**config.mk**
```make
export PLATFORM = sky130hd
export DESIGN_NAME = cnv_cell
export DESIGN_NICKNAME = d
export VERILOG_FILES = /design/src/cnv_pkg.sv /design/src/cnv_cell.sv
export SDC_FILE = /design/constraint.sdc
export NUM_CORES = 1
export LEC_CHECK = 0
export BUFFER_PORTS_ARGS = -buffer_cell sky130_fd_sc_hd__buf_2
export CELL_PAD_IN_SITES_DETAIL_PLACEMENT = 1
export CELL_PAD_IN_SITES_GLOBAL_PLACEMENT = 2
export CORE_AREA = 2 2 231 176
export DETAILED_ROUTE_END_ITERATION = 10
export DIE_AREA = 0 0 233 178
export PLACE_DENSITY = 0.87
export SLEW_MARGIN = 30
export SYNTH_ARGS = -nofsm -noshare
export SYNTH_HDL_FRONTEND = slang
export SYNTH_SLANG_ARGS = --single-unit
```
**constraint.sdc**
```tcl
create_clock -name clock -period 11.1 [get_ports clock]
set_clock_uncertainty 0.2 [all_clocks]
set_input_delay 2.22 -clock clock [delete_from_list [all_inputs] [get_ports clock]]
set_output_delay 2.22 -clock clock [all_outputs]
set_load 0.02 [all_outputs]
```
**src/cnv_pkg.sv**
```systemverilog
// Shared types and constants for the multi-channel 2D convolution core.
// Used by cnv_cell and the top level; depends on nothing.
package cnv_pkg;

   localparam logic [1:0] REQ_PIXEL  = 2'd0;
   localparam logic [1:0] REQ_WEIGHT = 2'd1;
   localparam logic [1:0] REQ_BIAS   = 2'd2;

   localparam logic [2:0] CSR_CHANNELS = 3'd0;
   localparam logic [2:0] CSR_FILTERS  = 3'd1;
   localparam logic [2:0] CSR_KERNEL   = 3'd2;
   localparam logic [2:0] CSR_WIDTH    = 3'd3;
   localparam logic [2:0] CSR_HEIGHT   = 3'd4;

   localparam int FILT_W  = 6;
   localparam int CELL_W  = 9;
   localparam int VALUE_W = 40;

   typedef struct packed {
      logic [1:0]         req_type;
      logic signed [15:0] pix_c0;
      logic signed [15:0] pix_c1;
      logic signed [15:0] pix_c2;
      logic signed [15:0] pix_c3;
      logic [9:0]         load_addr;
      logic signed [31:0] load_value;
   } req_data_type;

   typedef struct packed {
      logic [2:0]                 out_filter;
      logic [7:0]                 out_row;
      logic [7:0]                 out_col;
      logic signed [VALUE_W-1:0]  out_value;
      logic                       last_of_pixel;
      logic                       last_of_frame;
   } rsp_data_type;

   typedef struct packed {
      logic               en;
      logic [CELL_W-1:0]  idx;
      logic [FILT_W-1:0]  filt;
      logic signed [15:0] value;
   } weight_wr_type;

   typedef struct packed {
      logic [2:0]         filt;
      logic [7:0]         row;
      logic [7:0]         col;
      logic signed [31:0] bias;
      logic               last_pixel;
      logic               last_frame;
   } job_meta_type;

endpackage

```
**src/cnv_cell.sv**
```systemverilog
// One multiply cell: holds the weights of one channel and window position for all filters.
// Depends on cnv_pkg.
module cnv_cell #(
   parameter int MAX_FILTERS = 8,
   parameter int CELL_ID     = 0
) (
   input  logic                          clock,
   input  logic                          reset,
   input  cnv_pkg::weight_wr_type        weight_wr,
   input  logic                          adv,
   input  logic                          use_tap,
   input  logic [cnv_pkg::FILT_W-1:0]    filt,
   input  logic signed [15:0]            tap,
   output logic signed [31:0]            prod_ff
);
   localparam int FW = (MAX_FILTERS > 1) ? $clog2(MAX_FILTERS) : 1;

   logic signed [15:0] weight_ff [MAX_FILTERS];
   logic signed [31:0] prod_in;

   always_comb begin
      prod_in = use_tap ? (tap * weight_ff[filt[FW-1:0]]) : 32'sd0;
   end

   always_ff @(posedge clock) begin
      if (reset) begin
         for (int f = 0; f < MAX_FILTERS; f++) begin
            weight_ff[f] <= 16'sd0;
         end
      end else if (weight_wr.en && weight_wr.idx == CELL_ID[cnv_pkg::CELL_W-1:0]) begin
         weight_ff[weight_wr.filt[FW-1:0]] <= weight_wr.value;
      end
   end

   always_ff @(posedge clock) begin
      if (adv) begin
         prod_ff <= prod_in;
      end
   end
endmodule

```
# Yosys cells after proc, flatten, opt, wreduce, memory -nomap -nowiden
# Memories as Yosys holds them, arrays and structs flattened.
# Index checks and enable logic that the tools add are counted.
dict set report word_totals {
  reg_bits 32
  latchBits 0
  ramBits 128
  rom_bits 0
  inputBits 58
  out_inout_bits 32
  wordCells 14
  n_memories 1
}
# memory depth width rd rd_clocked_by_memory_dff write_ports line
set memory_table {}
lappend memory_table {weight_ff 8 16 1 0 8 cnv_cell.sv:18} ;# logic signed [15:0] weight_ff [MAX_FILTERS];
dict set report classes {
  n_addsub 0
  multipliers 1
  div 0
  n_lt_le_gt_ge 0
  n_eq_ne 0
  n_shift 0
  muxes 8
  n_bitwise 0
  n_reduce_logical 3
}
# cell count
set ops {}
lappend ops {{$mul A16 B16 Y32} 1}
lappend ops {{$mux W16} 1}
lappend ops {{$reduce_or A16 Y1} 1}
lappend ops {{$logic_not A9 Y1} 1}
lappend ops {{$mux W1} 6}
lappend ops {{$mux W3} 1}
lappend ops {{$logic_and A1 B1 Y1} 1}

# Depth between registers and ports, before layout
# Gate-level depths: netlist (run 1).
dict set report logic_depth {
  depth_word 7
  depth_mapped 25
  depth_no_buf 21
}

# Worst setup path before layout (run 1)
# No wires, ideal clock.
dict set report synth_timing {
  path_type {in2reg}
  startpoint {input port filt[0] in the netlist's numbering}
  endpoint {register prod_ff[31] (data pin)}
  setup_time_ns 0.262
  arrival_ns 8.909
  required_time_ns 10.638
  slack_ns 1.729
  cell_stages 24
  n_path_buf 3
  path_cell_list {buf_2 -> buf_2 -> mux4_2 -> mux2_2 -> clkbuf_1 -> nand2_1 -> inv_1 -> fa_1 -> inv_1 -> fa_1 -> fa_1 -> inv_1 -> fa_1 -> fa_1 -> inv_1 -> fa_1 -> inv_1 -> ha_1 -> and4_4 -> and4_4 -> a222oi_1 -> nor4_1 -> o22ai_1 -> mux2_1}
}
dict set report synth_between {
  elab_chain_cells 2
}
# item line
set synth_rtl {}
lappend synth_rtl {{start, declared} cnv_cell.sv:12} ;# input logic [cnv_pkg::FILT_W-1:0] filt,
lappend synth_rtl {{$mem_v2 Z8 W16} --}
lappend synth_rtl {{$mul A16 B16 Y32} cnv_cell.sv:22} ;# prod_in = use_tap ? (tap * weight_ff[filt[FW-1:0]]) : 32'sd0;
lappend synth_rtl {{end signal, assigned} cnv_cell.sv:37} ;# prod_ff <= prod_in;
lappend synth_rtl {{end, declared} cnv_cell.sv:14} ;# output logic signed [31:0] prod_ff
# No other way between the ends.
# A chain may end at the register's enable or synchronous reset.

# Worst setup path after layout (run 1)
# Same ends and word-level chain as after synthesis.

==> summary.md, run 1 <==
| Metric | Value |
|---|---|
| Global-route congestion overflow total | `0` |
| Measured slew at the worst slew-check pin | `0.740 ns` |
| Die Width | `233 um` |
| Status | `complete, no violations` |
| FF-to-FF path depth | `19` |
| Port buffer count | `83` |
| Sink Count | `160` |
| Crit path depth | `20` |
| Final setup fails | `0` |
| WS Path Type | `in -> reg` |
| Detail Placement HPWL | `30700 um` |
| CTS tree | `built` |
| Worst setup path end | `prod_ff[31]$_SDFFCE_PN0P_` |
| Synth Instances | `1507` |
| Share of cells above drive strength 1 | `12.5%` |
| Core area | `39200 sq um` |
| Fin crit period | `9.42 ns` |
| Seq cells post-synth | `160` |
| Cell Area, Placed | `17800 sq um` |
| Startpoint Class | `input pin` |
| Cell area after layout | `18400 sq um` |
| Clock Path Buffers | `2` |
| Die Y | `178 um` |
| Max_cap viols | `0` |
| Buf/Inv on CP | `4` |
| Clock latency on the worst-skew pair | `0.48 ns` |
| Avg Synthesized Cell Area | `11.1 sq um` |
| Fin. max-slew vios | `0` |
| Critical-path cell list | `buf_2 > mux4_2 > mux2_2 > nand2_1 > inv_1 > fa_1 > fa_1 > fa_1 > fa_1 > fa_1 > inv_1 > fa_1 > inv_1 > ha_1 > and4_1 > and2_1 > a22oi_1 > o2111ai_1 > o22ai_1 > mux2_1` |
| R2R Setup Slk | `3.59 ns` |
| Crit path max-delay family | `adder cells` |
| Distinct cells, synth | `53` |
| Synth top area cells | `fa_1 (31%), edfxtp_1 (29%), and2_1 (6.7%)` |
| Pin count of the biggest net entering global routing | `33` |
| DRT Wirelength | `41500 um` |
| Final ANT Viol Nets | `0` |
| Crit path top cell by count | `fa_1` |
| First drt pass iteration count | `5` |
| Main synth FF type | `edfxtp_1` |
| Share of flip-flops with an asynchronous set or reset | `0%` |
| Post-synth top area share | `31.3%` |
| WL per Instance | `19.7 um` |
| Fin Setup TNS | `0 ns` |
| Nets | `1979` |
| Total CTS buffers | `17` |
| Initial antenna violation count | `0` |
| CP Data Required Time | `11.13 ns` |
| Post-Layout Cell Count | `2110` |
| Hold buffer count at cts | `0` |
| Clock input transition at the sequential cells of the worst setup and hold paths | `0.08 ns` |
| Worst Setup SP | `filt[0]` |
| Crit path arrival time | `9.45 ns` |
| Placer Congestion | `0.778` |
| # resized after CTS | `0` |
| Row cnt | `63` |
| Met2 Use GR | `37.9%` |
| R2r endpoint | `prod_ff[31]$_SDFFCE_PN0P_` |
| Grt peak-use layer | `met2` |
| Vias in the first global route | `12500` |
| GR Layer Usage met3 | `3.16%` |
| Synthesized cell area | `16800 sq um` |
| Max Freq | `0.106 GHz` |
| Syn nets | `1909` |
| Ys Warns | `0` |
| DIE AREA | `41500 sq um` |
| # DRC | `0` |
| Max incr delay on CP | `0.88 ns` |
| Tightest Hold Check Type | `reg -> reg` |
| Layout area overhead | `9.47%` |
| Crit share post-route | `84.9%` |
| Gr usage total | `21.8%` |
| EDFF count, synth | `160` |
| Worst reg2reg path startpoint | `weight_ff[2][1]$_SDFFCE_PN0P_` |
| RSZ-0062 raised after global routing | `false` |
| CP Max Fanout | `16` |
| Root Buffer | `clkbuf_16` |
| Drt initial violations | `575` |
| Endpoint class of the critical path | `flip-flop` |
| Initial Util | `42.8%` |
| Via density | `5.16` |
| Slowest-stage cell, CP | `fa_1` |
| # diodes | `0` |
| I/O pin total | `90` |
| Post-synthesis sequential area ratio | `28.7%` |
| Setup bufs post-CTS | `0` |
| Cells after DPL | `2078` |
| Vias post-DR | `10900` |
| Final Util | `46.8%` |
| M1 GR Usage | `28.2%` |
| Leading area contributor after synthesis | `fa_1` |
| Slew headroom | `50.7%` |
| Final Hold Viols | `0` |
| CTS H-tree depth | `4` |
| First-pass GRT wire length | `67800 um` |
==> cells by family after synthesis <==
group	count (synthesis)	synth area share (%)
xor+xnor	26	1.36
mux	54	5.69
simple gates	494	16.0
flops	160	28.7
fa+ha+maj	344	37.4
compound gates	79	2.97
buf+inv	350	7.90
==> synth_stat cells (4+ instances only) <==
cell type	n
inv_1	296
fa_1	262
and2_1	179
edfxtp_1	160
nand2_1	125
ha_1	82
nor2b_1	80
clkbuf_1	45
nor2_1	39
mux4_2	32
nand2b_1	26
a21oi_1	24
xnor2_1	21
o21ai_0	18
or2_2	13
mux2i_1	12
nor3_1	10
mux2_2	9
buf_2	7
nand3_1	5
nor4_1	5
xor2_1	5
nand4_1	4
o211ai_1	4
o31ai_1	4
==> final cells by class <==
| class | count | area, sq um |
|---|---|---|
| Fill cell | 4222 | 20800 |
| Multi-Input combinational cell | 997 | 10600 |
| Sequential cell | 160 | 4800 |
| Inverter | 296 | 1110 |
| Tap cell | 520 | 651 |
| Timing Repair Buffer | 105 | 581 |
| Clock buffer | 17 | 425 |
| Clock inverter | 15 | 144 |
==> state kept, by name, indices dropped and copies added, names as in the netlist <==
signal     count
prod_ff       32
weight_ff    128
==> through the flow <==
step / setup slack, ns / hold slack (ns)
floorplan: 1.73 / 0.873
global placement: 1.26 / 0.990
detailed placement: 1.18 / 0.999
CTS: 1.66 / 1.02
global route: 1.30 / 1.06
finish: 1.68 / 0.999
==> placed cells by master, fill, tap and decap left out, types with 21 or more instances in the layout <==
cell type / synthesis / layout
mux4_2: 32 / 32
xnor2_1: 21 / 21
a21oi_1: 24 / 24
buf_4: 0 / 22
nor2_1: 39 / 39
edfxtp_1: 160 / 160
fa_1: 262 / 262
nand2_1: 125 / 125
nor2b_1: 80 / 80
and2_1: 179 / 179
inv_1: 296 / 296
nand2b_1: 26 / 26
buf_2: 7 / 83
ha_1: 82 / 82
==> worst reg2reg max path: stages (launching register included) <==
cell and delay (ns):
edfxtp_1 0.37, mux4_2 0.46, mux2_2 0.45, nand2_1 0.21, inv_1 0.11, fa_1 0.66
fa_1 0.88, fa_1 0.52, fa_1 0.50, fa_1 0.50, inv_1 0.05, fa_1 0.47
inv_1 0.04, ha_1 0.33, and4_1 0.24, and2_1 0.17, a22oi_1 0.40, o2111ai_1 0.20
o22ai_1 0.17, mux2_1 0.34
==> worst min-delay path by stage <==
stage	startpoint	to	depth (start not counted)
floorplan	weight_ff[2][0]$_SDFFCE_PN0P_	prod_ff[0]$_SDFFCE_PN0P_	4
global placement	weight_ff[2][0]$_SDFFCE_PN0P_	prod_ff[0]$_SDFFCE_PN0P_	4
detailed placement	weight_ff[2][0]$_SDFFCE_PN0P_	prod_ff[0]$_SDFFCE_PN0P_	4
CTS	weight_ff[2][0]$_SDFFCE_PN0P_	prod_ff[0]$_SDFFCE_PN0P_	4
global route	weight_ff[2][0]$_SDFFCE_PN0P_	prod_ff[0]$_SDFFCE_PN0P_	4
finish	weight_ff[2][0]$_SDFFCE_PN0P_	prod_ff[0]$_SDFFCE_PN0P_	4
==> metal layers <==
metal	part of all wire, %	routed length [um]
met1	44	18400
met2	51	21000
met3	3.2	1320
met4	1.9	787
met5	0	0
Power of run 1 is not shown: default switching activity piles up to over one toggle a cycle in this logic, so the estimate is an artifact.
==> inputs of run 2 (changes only) <==
--- a/config.mk
+++ b/config.mk
@@ -5,12 +5,13 @@
 export SDC_FILE = /design/constraint.sdc
 export NUM_CORES = 1
 export LEC_CHECK = 0
+export ABC_AREA = 1
 export BUFFER_PORTS_ARGS = -buffer_cell sky130_fd_sc_hd__buf_2
 export CELL_PAD_IN_SITES_DETAIL_PLACEMENT = 1
 export CELL_PAD_IN_SITES_GLOBAL_PLACEMENT = 2
-export CORE_AREA = 2 2 231 176
+export CORE_AREA = 2 2 243 185
 export DETAILED_ROUTE_END_ITERATION = 10
-export DIE_AREA = 0 0 233 178
+export DIE_AREA = 0 0 245 187
 export PLACE_DENSITY = 0.87
 export SLEW_MARGIN = 30
 export SYNTH_ARGS = -nofsm -noshare
==> constraint.sdc (replaced) <==
create_clock -name clock -period 9.7 [get_ports clock]
set_clock_uncertainty 0.2 [all_clocks]
set_input_delay 1.94 -clock clock [delete_from_list [all_inputs] [get_ports clock]]
set_output_delay 1.94 -clock clock [all_outputs]
set_load 0.02 [all_outputs]
==> run 2 against run 1 <==
Register-to-register slack lost 0.58 ns. Utilization shrank 4.3 points. Flip-flop and latch count is the same. Cell count grew 23%. Via count grew 21%. Design area grew 1.6%. Synthesized cell count grew 28%. Non-clock buffer count shrank 2. Count of clock-buffer cells in the layout is the same. First-iteration DRC count grew 78%. Largest cell class unchanged.
==> summary.md, run 2 <==
| Metric | Value |
|---|---|
| Worst setup path end | `prod_ff[29]$_SDFFCE_PN0P_` |
| Grt peak-use layer | `met2` |
| # DRC | `0` |
| GR Layer Usage met3 | `5.16%` |
| M1 GR Usage | `32.4%` |
| First-pass GRT wire length | `81600 um` |
| Die Y | `187 um` |
| Main synth FF type | `edfxtp_1` |
| Pin count of the biggest net entering global routing | `65` |
| Core area | `43800 sq um` |
| Startpoint Class | `input pin` |
| DRT Wirelength | `51400 um` |
| FF-to-FF path depth | `22` |
| RSZ-0062 raised after global routing | `false` |
| Clock latency on the worst-skew pair | `0.47 ns` |
| Multi-input gate area | `10400 sq um` |
| Gr usage total | `23.7%` |
| CP Max Fanout | `32` |
| Final Hold Viols | `0` |
| Fin Setup TNS | `0 ns` |
| Measured slew at the worst slew-check pin | `0.990 ns` |
| Nets | `2399` |
| Synth Instances | `1934` |
| Met2 Use GR | `38.2%` |
| Max FFs per register | `128` |
| Placer Congestion | `0.890` |
| Syn nets | `2336` |
| Setup bufs post-CTS | `0` |
| Vias post-DR | `13200` |
| CTS tree | `built` |
| R2R Setup Slk | `3.01 ns` |
| Worst Setup SP | `filt[0]` |
| Die Width | `245 um` |
| Drt initial violations | `1024` |
| First drt pass iteration count | `5` |
| Endpoint class of the critical path | `flip-flop` |
| Fin crit period | `8.64 ns` |
| Final ANT Viol Nets | `0` |
| Worst reg2reg path startpoint | `weight_ff[2][3]$_SDFFCE_PN0P_` |
| Avg Synthesized Cell Area | `8.88 sq um` |
| CTS H-tree depth | `4` |
| DIE AREA | `45800 sq um` |
| Root Buffer | `clkbuf_16` |
| Post-synth top area share | `30.5%` |
| # resized after CTS | `0` |
| Final setup fails | `0` |
| Synth top area cells | `fa_1 (31%), edfxtp_1 (28%), nor2_1 (8.8%)` |
| Most frequent cells in the layout | `nor2_1 (404), inv_1 (399), nand2_1 (312)` |
| Reg with most FFs | `weight_ff` |
| Most frequent cell after synthesis | `nor2_1` |
| Clock Path Buffers | `2` |
| Tightest Hold Check Type | `reg -> reg` |
| Max Freq | `0.116 GHz` |
| Max_cap viols | `0` |
| WS Path Type | `in -> reg` |
| Detail Placement HPWL | `40500 um` |
| Seq cells post-synth | `160` |
| Clock input transition at the sequential cells of the worst setup and hold paths | `0.08 ns` |
| Crit share post-route | `89.0%` |
| Port buffer count | `83` |
| Sink Count | `160` |
| WL per Instance | `19.8 um` |
| Share of cells above drive strength 1 | `8.46%` |
| Most common cell after layout, fill and taps aside | `nor2_1` |
| Distinct cells, synth | `36` |
| R2r endpoint | `prod_ff[23]$_SDFFCE_PN0P_` |
| Initial Util | `39.2%` |
| Status | `complete, no violations` |
| Sequential Area | `4800 sq um` |
| Regs by FF count | `weight_ff (128), prod_ff (32)` |
| Global-route congestion overflow total | `0` |
| Layout area overhead | `8.56%` |
| Row cnt | `67` |
| Post-synthesis sequential area ratio | `28.0%` |
| Crit path arrival time | `8.67 ns` |
| Fill cells | `5166` |
| Synthesized cell area | `17200 sq um` |
| Via density | `5.08` |
| EDFF count, synth | `160` |
| Initial antenna violation count | `4` |
| CP Data Required Time | `9.74 ns` |
| Slew headroom | `33.8%` |
| Leading area contributor after synthesis | `fa_1` |
| Hold buffer count at cts | `0` |
| Share of flip-flops with an asynchronous set or reset | `0%` |
| I/O pin total | `90` |
| Vias in the first global route | `14600` |
| Ys Warns | `0` |
| Fin. max-slew vios | `0` |
| Total CTS buffers | `17` |
| Most frequent cells after synthesis | `nor2_1 (404), inv_1 (399), nand2_1 (317)` |
==> run 2: changes by cell type after synthesis, moves of 34 or more <==
cell      previous run  this run
inv_1              296       399
o21ai_0             18        70
and2_1             179         3
nor2_1              39       404
nor2b_1             80         0
clkbuf_1            45        11
nand2_1            125       317
==> run 2: critical path: stages <==
cell and delay [ns]:
buf_2 0.35, buf_4 0.41, o21ai_0 0.15, o221ai_1 0.24, nand2_1 0.30, inv_2 0.37
nand2_1 0.12, fa_1 0.49, inv_1 0.15, fa_1 0.63, inv_1 0.13, fa_1 0.58
fa_1 0.44, fa_1 0.47, fa_1 0.50, inv_1 0.05, ha_1 0.29, nand2_1 0.09
nor2_1 0.26, nand2_1 0.11, nor3_1 0.14, nand2_1 0.15, nand3_1 0.13, and2_1 0.12
nor2_1 0.04
==> run 2: final cells by class <==
cell class | count | share of cell area [%]
Clock buffer | 17 | 2.28
Timing Repair Buffer | 103 | 3.03
Sequential cell | 160 | 25.8
Antenna cell | 4 | 0.0537
Multi-Input combinational cell | 1300 | 55.8
Tap cell | 586 | 3.93
Clock inverter | 15 | 0.785
Inverter | 415 | 8.38
==> run 2: worst min path at each step <==
stage / slack (ns) / depth (start not counted) / end / startpoint
CTS: 1.10 / 6 / prod_ff[0]$_SDFFCE_PN0P_ / weight_ff[0][0]$_SDFFCE_PN0P_
global placement: 1.05 / 7 / prod_ff[1]$_SDFFCE_PN0P_ / weight_ff[4][1]$_SDFFCE_PN0P_
finish: 1.07 / 6 / prod_ff[0]$_SDFFCE_PN0P_ / weight_ff[0][0]$_SDFFCE_PN0P_
floorplan: 0.66 / 6 / prod_ff[0]$_SDFFCE_PN0P_ / weight_ff[0][0]$_SDFFCE_PN0P_
detailed placement: 1.09 / 6 / prod_ff[0]$_SDFFCE_PN0P_ / weight_ff[0][0]$_SDFFCE_PN0P_
global route: 1.19 / 6 / prod_ff[0]$_SDFFCE_PN0P_ / weight_ff[0][0]$_SDFFCE_PN0P_
==> run 2: stage by stage <==
stage / std cells / utilization [%] / hold slack (ns) / cell area [sq um] / worst slack (ns)
after CTS: 2596 / 42.5 / 1.10 / 18600 / 1.12
after detailed placement: 2564 / 41.2 / 1.09 / 18100 / 0.620
final: 2600 / 42.5 / 1.07 / 18600 / 1.06
after floorplan: 1934 / - / 0.662 / 17200 / 1.93
after global routing: 2600 / 42.5 / 1.19 / 18600 / 0.683
after global placement: 2564 / 41.2 / 1.05 / 18100 / 0.690
==> run 2: kinds of logic after synthesis <==
family,count (synthesis),synth area share [%]
simple gates,792,18.2
buf+inv,474,11.6
fa+ha+maj,344,36.5
compound gates,160,5.59
flops,160,28.0
xor+xnor,4,0.204
==> run 2: metal layers <==
layer	wire length (um)	vias to the layer above
li1	-	6017
met1	23000	6765
met2	24000	359
met3	3600	54
met4	703	0
met5	0	-
Power of run 2 is left out for the same reason.
